[src/rtl/stereo_rms_level_meter_defines.svh]
// Assertion macros for the RTL of the level meter.
// Each one samples on clk and is switched off while arst_n is low.
`ifndef STEREO_RMS_LEVEL_METER_DEFINES_SVH
`define STEREO_RMS_LEVEL_METER_DEFINES_SVH

// The consequent must hold in the same cycle as the antecedent.
`define SRLM_ASSERT_IMP(label, ante, cons, msg) \
	label: assert property (@(posedge clk) disable iff (!arst_n) (ante) |-> (cons)) \
		else $error(msg);

// The consequent must hold in the cycle after the antecedent.
`define SRLM_ASSERT_NXT(label, ante, cons, msg) \
	label: assert property (@(posedge clk) disable iff (!arst_n) (ante) |=> (cons)) \
		else $error(msg);

`endif

[src/rtl/srlm_pkg.sv]
`default_nettype none

package srlm_pkg;

	// Frames per block. Must be a power of two from 1 to 16.
	localparam int FRAMES_PER_BLOCK = 16;
	localparam int BLOCK_LOG2 = $clog2(FRAMES_PER_BLOCK);

	localparam int SAMPLE_W = 16;
	localparam int MAG_W = SAMPLE_W - 1;
	localparam int DIGIT_W = 4;
	localparam int MAG_DIGITS = (MAG_W + DIGIT_W - 1) / DIGIT_W;
	localparam int DIG_CNT_W = $clog2(MAG_DIGITS);

	localparam int SUM_W = 34;
	localparam int COUNT_W = $clog2(FRAMES_PER_BLOCK + 1);
	localparam int MEAN_W = SUM_W + 1 - BLOCK_LOG2;
	localparam int ROOT_W = MEAN_W + 1;
	localparam int ROOT_STEPS = (MEAN_W + 1) / 2;
	localparam int ROOT_CNT_W = $clog2(ROOT_STEPS);

	localparam int LEVEL_W = 16;
	localparam int ACC_W = 24;
	localparam int LVL_SHIFT = ACC_W - LEVEL_W;
	localparam int WEIGHT_W = 16;
	localparam int W_DIGITS = WEIGHT_W / DIGIT_W;
	localparam int WDIG_CNT_W = $clog2(W_DIGITS);
	localparam int PROD_W = ACC_W + WEIGHT_W;

	localparam int PCT_W = 7;
	localparam int PCT_STEPS = PCT_W;
	localparam int PCT_CNT_W = $clog2(PCT_STEPS);
	localparam int DIVD_W = LEVEL_W + PCT_W;

	localparam logic [LEVEL_W-1:0] RMS_MAX = 16'd32768;
	localparam logic [PCT_W-1:0] PCT_FULL = 7'd100;
	localparam logic [WEIGHT_W-1:0] WEIGHT_RESET = 16'd4588;
	localparam logic [LEVEL_W-1:0] FULL_SCALE_RESET = 16'd11141;

	localparam int CFG_IDX_W = 2;
	localparam logic [CFG_IDX_W-1:0] CFG_WEIGHT = 2'd0;
	localparam logic [CFG_IDX_W-1:0] CFG_FULL_SCALE = 2'd1;

	typedef struct packed {
		logic signed [SAMPLE_W-1:0] left_sample;
		logic signed [SAMPLE_W-1:0] right_sample;
	} frame_t;

	typedef struct packed {
		logic [LEVEL_W-1:0] block_rms;
		logic [LEVEL_W-1:0] smoothed_level;
		logic [PCT_W-1:0] loudness_percent;
	} result_t;

	typedef struct packed {
		logic [CFG_IDX_W-1:0] index;
		logic [WEIGHT_W-1:0] value;
	} cfg_write_t;

	typedef struct packed {
		logic valid;
		logic [MEAN_W-1:0] mean;
	} mean_beat_t;

	typedef struct packed {
		logic valid;
		logic [LEVEL_W-1:0] rms;
	} rms_beat_t;

endpackage

`default_nettype wire

[src/rtl/srlm_channels.sv]
`default_nettype none

interface srlm_in_if;
	import srlm_pkg::*;
	logic valid;
	logic ready;
	frame_t data;
	modport source (output valid, output data, input ready);
	modport sink (input valid, input data, output ready);
endinterface

interface srlm_out_if;
	import srlm_pkg::*;
	logic valid;
	logic ready;
	result_t data;
	modport source (output valid, output data, input ready);
	modport sink (input valid, input data, output ready);
endinterface

interface srlm_cfg_if;
	import srlm_pkg::*;
	logic valid;
	logic ready;
	cfg_write_t data;
	modport source (output valid, output data, input ready);
	modport sink (input valid, input data, output ready);
endinterface

`default_nettype wire

[src/rtl/stereo_rms_level_meter.sv]
// Stereo block-RMS level meter with a smoothed level and a loudness percent.
// in_ch carries one stereo frame per beat (two signed Q1.15 samples); a beat
// moves when valid and ready are both high at a rising edge of clk.
// out_ch carries one result beat per block of FRAMES_PER_BLOCK frames: the
// block RMS, the smoothed level (both unsigned Q1.15) and the percent of full scale.
// cfg_ch writes register 0 (smoothing weight) or 1 (full-scale level); it is
// always ready, and other indexes are dropped. Write it only while idle.
// A 4-bit digit-serial squarer handles both channels of a frame at once, one
// multiplier digit a cycle; in_ch.ready is high only while it is idle, so no
// new frame is taken until the last one has been squared and summed.
// The result of a block comes from a one-bit-a-cycle square root, a
// digit-serial smoothing multiply and a restoring divide for the percent;
// the divide is skipped when the level is at or above full scale. This back
// end runs while the next block accumulates.
// If out_ch stalls, the result waits in the output register, the back end
// fills up behind it and in_ch.ready drops until the result moves.
// Reset (arst_n low) clears the sum, the frame count, the smoothed level and
// all valid flags, and loads the register defaults.
`default_nettype none
`include "stereo_rms_level_meter_defines.svh"

module stereo_rms_level_meter (
	input  logic        clk,
	input  logic        arst_n,
	srlm_in_if.sink     in_ch,
	srlm_out_if.source  out_ch,
	srlm_cfg_if.sink    cfg_ch
);
	import srlm_pkg::*;

	logic [WEIGHT_W-1:0] weight_q;
	logic [LEVEL_W-1:0] full_scale_q;

	logic frame_ready;
	mean_beat_t mean_beat;
	logic mean_ready;
	rms_beat_t rms_beat;
	logic rms_ready;
	logic result_valid;
	result_t result;

	// Configuration registers. The back end reads them live, which is safe only
	// if the user changes them while no block is in flight; the block does not enforce it.
	assign cfg_ch.ready = 1'b1;

	always_ff @(posedge clk or negedge arst_n) begin
		if (!arst_n) begin
			weight_q <= WEIGHT_RESET;
			full_scale_q <= FULL_SCALE_RESET;
		end else if (cfg_ch.valid) begin
			case (cfg_ch.data.index)
				CFG_WEIGHT: begin
					weight_q <= cfg_ch.data.value;
				end
				CFG_FULL_SCALE: begin
					full_scale_q <= cfg_ch.data.value;
				end
				default: begin
				end
			endcase
		end
	end

	// Front end: halve, square and sum the samples; hands over the mean of
	// the block once FRAMES_PER_BLOCK frames are in.
	srlm_square_acc u_square_acc (
		.clk         (clk),
		.arst_n      (arst_n),
		.frame_valid (in_ch.valid),
		.frame       (in_ch.data),
		.frame_ready (frame_ready),
		.mean_beat   (mean_beat),
		.mean_ready  (mean_ready)
	);

	assign in_ch.ready = frame_ready;

	// Square root of the block mean, one root bit per cycle.
	srlm_sqrt u_sqrt (
		.clk        (clk),
		.arst_n     (arst_n),
		.mean_beat  (mean_beat),
		.mean_ready (mean_ready),
		.rms_beat   (rms_beat),
		.rms_ready  (rms_ready)
	);

	// Smoothing, percent and the output register.
	srlm_smoother u_smoother (
		.clk          (clk),
		.arst_n       (arst_n),
		.rms_beat     (rms_beat),
		.rms_ready    (rms_ready),
		.weight       (weight_q),
		.full_scale   (full_scale_q),
		.result_valid (result_valid),
		.result       (result),
		.result_ready (out_ch.ready)
	);

	assign out_ch.valid = result_valid;
	assign out_ch.data = result;

	// The root of a block mean never exceeds RMS_MAX, the full scale of a sample.
	`SRLM_ASSERT_IMP(a_rms_range, rms_beat.valid, rms_beat.rms <= RMS_MAX, "block RMS out of range")
	// The smoothed level stays between zero and the largest block RMS.
	`SRLM_ASSERT_IMP(a_level_range, out_ch.valid, out_ch.data.smoothed_level <= RMS_MAX, "smoothed level out of range")
	// The percent is clamped at one hundred.
	`SRLM_ASSERT_IMP(a_pct_range, out_ch.valid, out_ch.data.loudness_percent <= PCT_FULL, "percent above 100")
	// Once a block mean is handed over, the front end takes frames again.
	`SRLM_ASSERT_NXT(a_handoff_frees, mean_beat.valid && mean_ready, in_ch.ready, "front end stuck after block handoff")

endmodule

`default_nettype wire

[src/rtl/srlm_square_acc.sv]
`default_nettype none

module srlm_square_acc (
	input  logic                clk,
	input  logic                arst_n,
	input  logic                frame_valid,
	input  srlm_pkg::frame_t    frame,
	output logic                frame_ready,
	output srlm_pkg::mean_beat_t mean_beat,
	input  logic                mean_ready
);
	import srlm_pkg::*;

	localparam int MCAND_W = MAG_W + (MAG_DIGITS - 1) * DIGIT_W;
	localparam int SHIFT_W = MAG_DIGITS * DIGIT_W;
	localparam int PP_W = MCAND_W + DIGIT_W;

	typedef enum logic [2:0] {
		ACC_IDLE = 3'b001,
		ACC_MUL  = 3'b010,
		ACC_HOLD = 3'b100
	} acc_state_t;

	acc_state_t state_q;
	logic [DIG_CNT_W-1:0] dig_q;
	logic [SUM_W-1:0] sum_q;
	logic [COUNT_W-1:0] count_q;
	logic [MCAND_W-1:0] mcand_l_q, mcand_r_q;
	logic [SHIFT_W-1:0] sh_l_q, sh_r_q;

	logic [MAG_W-1:0] mag_l, mag_r;
	logic [PP_W-1:0] pp_l, pp_r;
	logic [COUNT_W-1:0] count_next;
	logic last_digit;

	// Magnitude of floor(s / 2); the most negative sample gives 2^14.
	function automatic logic [MAG_W-1:0] half_mag(input logic [SAMPLE_W-1:0] s);
		logic [MAG_W-1:0] h;
		h = s[SAMPLE_W-1:1];
		return h[MAG_W-1] ? MAG_W'(~h + MAG_W'(1)) : h;
	endfunction

	assign mag_l = half_mag(frame.left_sample);
	assign mag_r = half_mag(frame.right_sample);

	// One multiplier digit per cycle; the multiplicand moves up one digit each step.
	assign pp_l = PP_W'(mcand_l_q) * PP_W'(sh_l_q[DIGIT_W-1:0]);
	assign pp_r = PP_W'(mcand_r_q) * PP_W'(sh_r_q[DIGIT_W-1:0]);

	assign count_next = count_q + COUNT_W'(1);
	assign last_digit = (dig_q == DIG_CNT_W'(MAG_DIGITS - 1));

	assign frame_ready = (state_q == ACC_IDLE);
	assign mean_beat.valid = (state_q == ACC_HOLD);
	assign mean_beat.mean = MEAN_W'({sum_q, 1'b0} >> BLOCK_LOG2);

	always_ff @(posedge clk or negedge arst_n) begin
		if (!arst_n) begin
			state_q <= ACC_IDLE;
			dig_q <= '0;
			sum_q <= '0;
			count_q <= '0;
		end else begin
			case (state_q)
				ACC_IDLE: begin
					if (frame_valid) begin
						dig_q <= '0;
						state_q <= ACC_MUL;
					end
				end
				ACC_MUL: begin
					sum_q <= sum_q + SUM_W'(pp_l) + SUM_W'(pp_r);
					dig_q <= dig_q + DIG_CNT_W'(1);
					if (last_digit) begin
						count_q <= count_next;
						if (count_next == COUNT_W'(FRAMES_PER_BLOCK)) begin
							state_q <= ACC_HOLD;
						end else begin
							state_q <= ACC_IDLE;
						end
					end
				end
				ACC_HOLD: begin
					if (mean_ready) begin
						sum_q <= '0;
						count_q <= '0;
						state_q <= ACC_IDLE;
					end
				end
				default: begin
					state_q <= ACC_IDLE;
				end
			endcase
		end
	end

	always_ff @(posedge clk) begin
		if (state_q == ACC_IDLE && frame_valid) begin
			mcand_l_q <= MCAND_W'(mag_l);
			mcand_r_q <= MCAND_W'(mag_r);
			sh_l_q <= SHIFT_W'(mag_l);
			sh_r_q <= SHIFT_W'(mag_r);
		end else if (state_q == ACC_MUL) begin
			mcand_l_q <= mcand_l_q << DIGIT_W;
			mcand_r_q <= mcand_r_q << DIGIT_W;
			sh_l_q <= sh_l_q >> DIGIT_W;
			sh_r_q <= sh_r_q >> DIGIT_W;
		end
	end

endmodule

`default_nettype wire

[src/rtl/srlm_sqrt.sv]
`default_nettype none

module srlm_sqrt (
	input  logic                 clk,
	input  logic                 arst_n,
	input  srlm_pkg::mean_beat_t mean_beat,
	output logic                 mean_ready,
	output srlm_pkg::rms_beat_t  rms_beat,
	input  logic                 rms_ready
);
	import srlm_pkg::*;

	localparam logic [ROOT_W-1:0] BIT_INIT = ROOT_W'(1) << (2 * (ROOT_STEPS - 1));

	typedef enum logic [2:0] {
		SQ_IDLE = 3'b001,
		SQ_RUN  = 3'b010,
		SQ_DONE = 3'b100
	} sq_state_t;

	sq_state_t state_q;
	logic [ROOT_CNT_W-1:0] step_q;
	logic [ROOT_W-1:0] rem_q, root_q, bit_q;

	logic [ROOT_W-1:0] trial;
	logic fits;

	// Restoring root, one result bit per cycle.
	assign trial = root_q + bit_q;
	assign fits = (rem_q >= trial);

	assign mean_ready = (state_q == SQ_IDLE);
	assign rms_beat.valid = (state_q == SQ_DONE);
	assign rms_beat.rms = (root_q > ROOT_W'(RMS_MAX)) ? RMS_MAX : root_q[LEVEL_W-1:0];

	always_ff @(posedge clk or negedge arst_n) begin
		if (!arst_n) begin
			state_q <= SQ_IDLE;
			step_q <= '0;
		end else begin
			case (state_q)
				SQ_IDLE: begin
					if (mean_beat.valid) begin
						step_q <= '0;
						state_q <= SQ_RUN;
					end
				end
				SQ_RUN: begin
					step_q <= step_q + ROOT_CNT_W'(1);
					if (step_q == ROOT_CNT_W'(ROOT_STEPS - 1)) begin
						state_q <= SQ_DONE;
					end
				end
				SQ_DONE: begin
					if (rms_ready) begin
						state_q <= SQ_IDLE;
					end
				end
				default: begin
					state_q <= SQ_IDLE;
				end
			endcase
		end
	end

	always_ff @(posedge clk) begin
		if (state_q == SQ_IDLE && mean_beat.valid) begin
			rem_q <= ROOT_W'(mean_beat.mean);
			root_q <= '0;
			bit_q <= BIT_INIT;
		end else if (state_q == SQ_RUN) begin
			if (fits) begin
				rem_q <= rem_q - trial;
				root_q <= (root_q >> 1) + bit_q;
			end else begin
				root_q <= root_q >> 1;
			end
			bit_q <= bit_q >> 2;
		end
	end

endmodule

`default_nettype wire

[src/rtl/srlm_smoother.sv]
`default_nettype none

module srlm_smoother (
	input  logic                          clk,
	input  logic                          arst_n,
	input  srlm_pkg::rms_beat_t           rms_beat,
	output logic                          rms_ready,
	input  logic [srlm_pkg::WEIGHT_W-1:0] weight,
	input  logic [srlm_pkg::LEVEL_W-1:0]  full_scale,
	output logic                          result_valid,
	output srlm_pkg::result_t             result,
	input  logic                          result_ready
);
	import srlm_pkg::*;

	localparam int MCAND_W = ACC_W + (W_DIGITS - 1) * DIGIT_W;
	localparam logic [PROD_W-1:0] ROUND_ADD = PROD_W'((64'd1 << WEIGHT_W) - 64'd1);

	typedef enum logic [5:0] {
		SM_IDLE = 6'b000001,
		SM_MUL  = 6'b000010,
		SM_UPD  = 6'b000100,
		SM_LVL  = 6'b001000,
		SM_DIV  = 6'b010000,
		SM_OUT  = 6'b100000
	} sm_state_t;

	sm_state_t state_q;
	logic [WDIG_CNT_W-1:0] dig_q;
	logic [PCT_CNT_W-1:0] step_q;
	logic [ACC_W-1:0] acc_q;
	logic res_valid_q;
	result_t res_q;

	logic [LEVEL_W-1:0] rms_q;
	logic up_q;
	logic [MCAND_W-1:0] mcand_q;
	logic [WEIGHT_W-1:0] wsh_q;
	logic [PROD_W-1:0] prod_q;
	logic [DIVD_W-1:0] rem_q, dsr_q;
	logic [PCT_W-1:0] quo_q;

	logic [ACC_W-1:0] target, diff;
	logic up;
	logic [PROD_W-1:0] pp, prod_rnd;
	logic [LEVEL_W-1:0] level;
	logic [DIVD_W-1:0] lvl_x100;
	logic div_ge, out_free;

	assign target = {rms_beat.rms, {LVL_SHIFT{1'b0}}};
	assign up = (target >= acc_q);
	assign diff = up ? (target - acc_q) : (acc_q - target);

	assign pp = PROD_W'(mcand_q) * PROD_W'(wsh_q[DIGIT_W-1:0]);
	// A falling level rounds its step away from zero, matching a floor of a negative step.
	assign prod_rnd = prod_q + ROUND_ADD;

	assign level = acc_q[ACC_W-1 -: LEVEL_W];
	assign lvl_x100 = DIVD_W'(level) * DIVD_W'(PCT_FULL);
	assign div_ge = (rem_q >= dsr_q);
	assign out_free = !res_valid_q || result_ready;

	assign rms_ready = (state_q == SM_IDLE);
	assign result_valid = res_valid_q;
	assign result = res_q;

	always_ff @(posedge clk or negedge arst_n) begin
		if (!arst_n) begin
			state_q <= SM_IDLE;
			dig_q <= '0;
			step_q <= '0;
			acc_q <= '0;
			res_valid_q <= 1'b0;
		end else begin
			if (state_q == SM_OUT && out_free) begin
				res_valid_q <= 1'b1;
			end else if (res_valid_q && result_ready) begin
				res_valid_q <= 1'b0;
			end
			case (state_q)
				SM_IDLE: begin
					if (rms_beat.valid) begin
						dig_q <= '0;
						state_q <= SM_MUL;
					end
				end
				SM_MUL: begin
					dig_q <= dig_q + WDIG_CNT_W'(1);
					if (dig_q == WDIG_CNT_W'(W_DIGITS - 1)) begin
						state_q <= SM_UPD;
					end
				end
				SM_UPD: begin
					if (up_q) begin
						acc_q <= acc_q + prod_q[PROD_W-1 -: ACC_W];
					end else begin
						acc_q <= acc_q - prod_rnd[PROD_W-1 -: ACC_W];
					end
					state_q <= SM_LVL;
				end
				SM_LVL: begin
					step_q <= '0;
					if (level >= full_scale) begin
						state_q <= SM_OUT;
					end else begin
						state_q <= SM_DIV;
					end
				end
				SM_DIV: begin
					step_q <= step_q + PCT_CNT_W'(1);
					if (step_q == PCT_CNT_W'(PCT_STEPS - 1)) begin
						state_q <= SM_OUT;
					end
				end
				SM_OUT: begin
					if (out_free) begin
						state_q <= SM_IDLE;
					end
				end
				default: begin
					state_q <= SM_IDLE;
				end
			endcase
		end
	end

	always_ff @(posedge clk) begin
		case (state_q)
			SM_IDLE: begin
				if (rms_beat.valid) begin
					rms_q <= rms_beat.rms;
					up_q <= up;
					mcand_q <= MCAND_W'(diff);
					wsh_q <= weight;
					prod_q <= '0;
				end
			end
			SM_MUL: begin
				prod_q <= prod_q + pp;
				mcand_q <= mcand_q << DIGIT_W;
				wsh_q <= wsh_q >> DIGIT_W;
			end
			SM_LVL: begin
				rem_q <= lvl_x100;
				dsr_q <= DIVD_W'(full_scale) << (PCT_STEPS - 1);
				quo_q <= (level >= full_scale) ? PCT_FULL : '0;
			end
			SM_DIV: begin
				if (div_ge) begin
					rem_q <= rem_q - dsr_q;
				end
				quo_q <= {quo_q[PCT_W-2:0], div_ge};
				dsr_q <= dsr_q >> 1;
			end
			SM_OUT: begin
				if (out_free) begin
					res_q.block_rms <= rms_q;
					res_q.smoothed_level <= level;
					res_q.loudness_percent <= quo_q;
				end
			end
			default: begin
			end
		endcase
	end

endmodule

`default_nettype wire
[src/flat_wrapper.sv]
// flat-port wrapper written by rule: the top's interface ports become plain ports
module stereo_rms_level_meter_flat import srlm_pkg::*;
  (clk, arst_n, in_ch_valid, in_ch_data, in_ch_ready, out_ch_valid, out_ch_data, out_ch_ready, cfg_ch_valid, cfg_ch_data, cfg_ch_ready);
  srlm_in_if in_ch_i ();
  srlm_out_if out_ch_i ();
  srlm_cfg_if cfg_ch_i ();
  input  logic clk;
  input  logic arst_n;
  input wire logic [$bits(in_ch_i.valid)-1:0] in_ch_valid;
  input wire logic [$bits(in_ch_i.data)-1:0] in_ch_data;
  output wire logic [$bits(in_ch_i.ready)-1:0] in_ch_ready;
  output wire logic [$bits(out_ch_i.valid)-1:0] out_ch_valid;
  output wire logic [$bits(out_ch_i.data)-1:0] out_ch_data;
  input wire logic [$bits(out_ch_i.ready)-1:0] out_ch_ready;
  input wire logic [$bits(cfg_ch_i.valid)-1:0] cfg_ch_valid;
  input wire logic [$bits(cfg_ch_i.data)-1:0] cfg_ch_data;
  output wire logic [$bits(cfg_ch_i.ready)-1:0] cfg_ch_ready;
  assign in_ch_i.valid = in_ch_valid;
  assign in_ch_i.data = in_ch_data;
  assign in_ch_ready = in_ch_i.ready;
  assign out_ch_valid = out_ch_i.valid;
  assign out_ch_data = out_ch_i.data;
  assign out_ch_i.ready = out_ch_ready;
  assign cfg_ch_i.valid = cfg_ch_valid;
  assign cfg_ch_i.data = cfg_ch_data;
  assign cfg_ch_ready = cfg_ch_i.ready;
  stereo_rms_level_meter u_core (.clk(clk), .arst_n(arst_n), .in_ch(in_ch_i), .out_ch(out_ch_i), .cfg_ch(cfg_ch_i));
endmodule
[config.mk]
export PLATFORM = sky130hd
export DESIGN_NAME = stereo_rms_level_meter_flat
export DESIGN_NICKNAME = d
export VERILOG_FILES = /design/src/rtl/srlm_pkg.sv /design/src/rtl/srlm_channels.sv /design/src/rtl/stereo_rms_level_meter.sv /design/src/rtl/srlm_square_acc.sv /design/src/rtl/srlm_sqrt.sv /design/src/rtl/srlm_smoother.sv /design/src/flat_wrapper.sv
export VERILOG_INCLUDE_DIRS = /design/src /design/src/rtl
export SDC_FILE = /design/constraint.sdc
export NUM_CORES = 2
export LEC_CHECK = 0
export BUFFER_PORTS_ARGS = -buffer_cell sky130_fd_sc_hd__clkbuf_2
export CAP_MARGIN = 20
export CELL_PAD_IN_SITES_DETAIL_PLACEMENT = 0
export CELL_PAD_IN_SITES_GLOBAL_PLACEMENT = 1
export CORE_MARGIN = 8
export CORE_UTILIZATION = 29
export CTS_CLUSTER_DIAMETER = 200
export DETAILED_ROUTE_END_ITERATION = 10
export PLACE_DENSITY_LB_ADDON = 0.1
export RECOVER_POWER = 100
export SYNTH_ARGS = -nofsm -noshare
export SYNTH_HDL_FRONTEND = slang
export SYNTH_SLANG_ARGS = --single-unit
[constraint.sdc]
create_clock -name clk -period 11.4 [get_ports clk]
set_clock_uncertainty 0.2 [all_clocks]
set_input_delay 0 -clock clk [delete_from_list [all_inputs] [get_ports clk]]
set_output_delay 0 -clock clk [all_outputs]
set_load 0.005 [all_outputs]
==> metrics.md <==
| Metric | Value |
|---|---|
| Min Tclk post-route | `8.33 ns` |
| Vias | `31000` |
| Synthesized area | `41300 um^2` |
| Clock root buffer | `clkbuf_16` |
| Max cap viols | `25` |
| Post-CTS Setup Bufs | `0` |
| Vias per inst | `4.78` |
| Worst vdd ir | `0.949 mV` |
| Cell Rows | `138` |
| Max Clock Freq | `120 MHz` |
| Vias in the first global route | `32700` |
| HP Class | `input port to register` |
| Worst-margin pin slew | `4.18 ns` |
| Final wirelength | `between 100000 and 150000 um` |
| Std-Cell Core Area | `between 100000 and 150000 um^2` |
| Initial core utilization | `0.292` |
| Final ANT Viol Nets | `0` |
| Post-route cell area | `47000 um^2` |
| Sink Count | `just under 500` |
| Worst Reg-to-Reg Cells | `18` |
| Final period util | `0.731` |
| Sequential-to-total area share from yosys stat | `0.320` |
| Largest net degree at the start of global routing | `81` |
| Hold Startpoint | `in_ch_data[30]` |
| Commonest cells post-synth | `nand2_1 (522), inv_1 (510), ha_1 (319), fa_1 (306), edfxtp_1 (291)` |
| Final nets | `5227` |
| Initial antenna violation count | `3` |
| Rel. slew slack | `-1.79` |
| CP required | `11.43 ns` |
| RSZ-0062 raised after global routing | `no` |
| Gpl congestion | `between 0.7 and 0.8` |
| Synth area leaders | `edfxtp_1 (21%), fa_1 (15%), ha_1 (9.7%), dfrtp_1 (6.2%), nand2_1 (4.7%)` |
| Ys async rst share | `0.246` |
| Ys flop type | `edfxtp_1` |
| Arrival time worst endpoint | `8.36 ns` |
| Hold Fails Final Rpt | `0` |
| I/O pins | `97` |
| CTS tree | `built` |
| Reg-to-Reg End | `u_core.u_smoother.prod_q[39]` |
| Post-DP HPWL | `88300 um` |
| Share of post-route cells with drive strength above 1 | `0.0560` |
| GR Layer Usage met1 | `0.215` |
| Critical path fanouts, max | `36` |
| Grt total ovfl | `0` |
| CP Launch Type | `register` |
| Post-synth top area cell | `edfxtp_1` |
| Routed wire length per instance | `between 15 and 20 um` |
| Avg Synthesized Cell Area | `9.36 um^2` |
| DRC | `0` |
| Fill count | `about 15000` |
| First-pass GRT wire length | `roughly 190000 um` |
| Number of buffers created by CTS | `70` |
| Critical path class | `register to register` |
| Die height | `393 um` |
| CP Capture Type | `register` |
| RR Startpoint | `u_core.u_smoother.wsh_q[3]` |
| Pleak | `20.3 nW` |
| PD cells | `298 nW/um^2` |
| Syn nets | `approximately 5100` |
| Placed cell areas | `approximately 44000 um^2` |
| H-tree depth | `3` |
| Setup TNS | `0 ns` |
| Latest clock arrival within the worst-skew pair | `around 0.66 ns` |
| IO Port Bufs | `93` |
| Reg2Reg Setup Slack | `3.07 ns` |
| Yosys warning count | `0` |
| Yosys cell types | `87` |
| Full die area | `~150000 um^2` |
| CP Capture Point | `u_core.u_smoother.prod_q[39]` |
| PostCTS Resize Cnt | `0` |
| Post-Syn Instances | `4408` |
| Die Width | `393 um` |
| Number of synthesized flops with an enable pin | `291` |
| GRT Max-Usage Layer | `met2` |
| Area share of the largest cell type after synthesis | `0.212` |
| Critical Path Source | `u_core.u_smoother.wsh_q[3]` |
| Initial DRC Count | `1432` |
| Synth Register Bits | `483` |
| Met3 GRT Util | `0.0218` |
| Area Overhead vs Synth | `13.8%` |
| Hold WS | `0.108 ns` |
| Fin. max-slew vios | `1038` |
| Count leader, synth | `nand2_1` |
| Clock Path Buffers | `3` |
| Status | `complete, but fails checks` |
| Final setup vio count | `0` |
| Met2 Use GR | `0.258` |
| Pre-antenna DRT Iters | `5` |
| Global Route Usage Sum | `0.156` |
| CTS clk-pin slew, worst paths | `0.06 ns` |
| Failing checks | `capacitance limit, slew limit` |
[timing repair]
action                     in CTS  in global routing
hold buffers                   92                  0
hold endpoints to repair      189                  0
setup endpoints to repair       0                  0
[worst min path at each step]
stage | end | cells after the start
floorplan | u_core.full_scale_q[10] | 0
global placement | u_core.u_square_acc.sum_q[2] | 1
detailed placement | u_core.u_square_acc.sum_q[2] | 1
CTS | u_core.u_square_acc.sh_l_q[13] | 4
global route | u_core.u_square_acc.state_q[1] | 4
finish | u_core.u_square_acc.sh_l_q[13] | 4
[flip-flops by register name, indices dropped and copies added (netlist names), 22 cells and up]
name and flops:
u_core.u_sqrt.rem_q 32, u_core.u_smoother.prod_q 40, u_core.u_square_acc.sum_q 34, u_core.u_square_acc.mcand_r_q 27, u_core.u_smoother.rem_q 23, u_core.u_smoother.result 39
u_core.u_smoother.acc_q 24, u_core.u_smoother.mcand_q 36, u_core.u_sqrt.root_q 32, u_core.u_smoother.dsr_q 22, u_core.u_square_acc.mcand_l_q 27
[layout make-up]
class | count | area (um^2) | area share
inverter | 511 | 1920 | 0.0408
antenna | 1 | 2.50 | 0.0000533
multi-input combinational | 3259 | 25500 | 0.543
clock inverter | 32 | 405 | 0.00863
timing repair buffer | 222 | 1560 | 0.0332
tap | 1890 | 2360 | 0.0504
clock buffer | 97 | 2010 | 0.0427
sequential | 483 | 13200 | 0.281
[worst max-delay path, stage by stage (launching register included)]
cell,delay [ns]
edfxtp_1,0.32
clkbuf_1,1.27
and2_0,0.31
fa_1,0.43
fa_1,0.55
inv_1,0.06
fa_1,0.52
inv_1,0.04
ha_1,0.35
a21oi_1,0.15
o22ai_1,0.14
o41ai_1,0.78
o31ai_1,0.35
o311a_1,0.51
a221o_1,0.41
a2111oi_0,0.99
o311a_1,0.27
o21ai_0,0.08
nor3b_1,0.15
[where the power goes]
part | switching (W) | internal [W] | leakage, nW
clock | 0.000914 | 0.00140 | 1.17
sequential | 0.000287 | 0.00215 | 4.51
combinational | 0.00543 | 0.00384 | 14.6
total | 0.00663 | 0.00739 | 20.3
[cells in the final DEF, fill, tap and decap left out, types with 24 or more instances in the layout]
cell             n
and2_1         229
dfrtp_1        102
nor2_1         252
dlygate4sd3_1   91
a21oi_1        239
o31ai_1         34
nor4_1          29
nor3_1          54
or3_1           24
xor2_1         135
mux2i_1         26
xnor2_1        120
nand2_1        521
o21ai_0        254
nor2b_1         27
edfxtp_1       291
mux2_2          32
dfxtp_1         73
o21bai_1        27
a21o_1         100
nand3_1        101
ha_1           319
clkbuf_1        81
clkbuf_2        56
nand2b_1        36
inv_1          510
fa_1           306
o21a_1          44
a31oi_1         44
clkbuf_16       73
a211oi_1        35
[metal layers]
metal / share of wire / vias to the layer above
li1: - / 15300
met2: 0.46 / 369
met4: 0.023 / 0
met5: 0 / -
met3: 0.030 / 117
met1: 0.48 / 15300
[through the flow]
stage	instances	setup slack (ns)	power (W)	util
2_1_floorplan	4408	5.64	0.00962	-
3_3_place_gp	6270	4.29	0.0119	0.310
3_5_place_dp	6270	4.27	0.0118	0.310
4_1_cts	6491	4.23	0.0143	0.334
5_1_grt	6494	2.16	0.0159	0.332
6_report	6495	3.07	0.0140	0.332
[logic make-up (layout without fill, tap and decap cells)]
logic type,Yosys count,count (layout),synth area share
compound gates,906,906,0.139
mux,59,59,0.0153
other cells,1,2,0.0000909
buf+inv,666,862,0.0609
xor+xnor,255,255,0.0541
fa+ha+maj,625,625,0.245
simple gates,1413,1413,0.166
flops,483,483,0.320
Power figures use the tool's default switching activity.
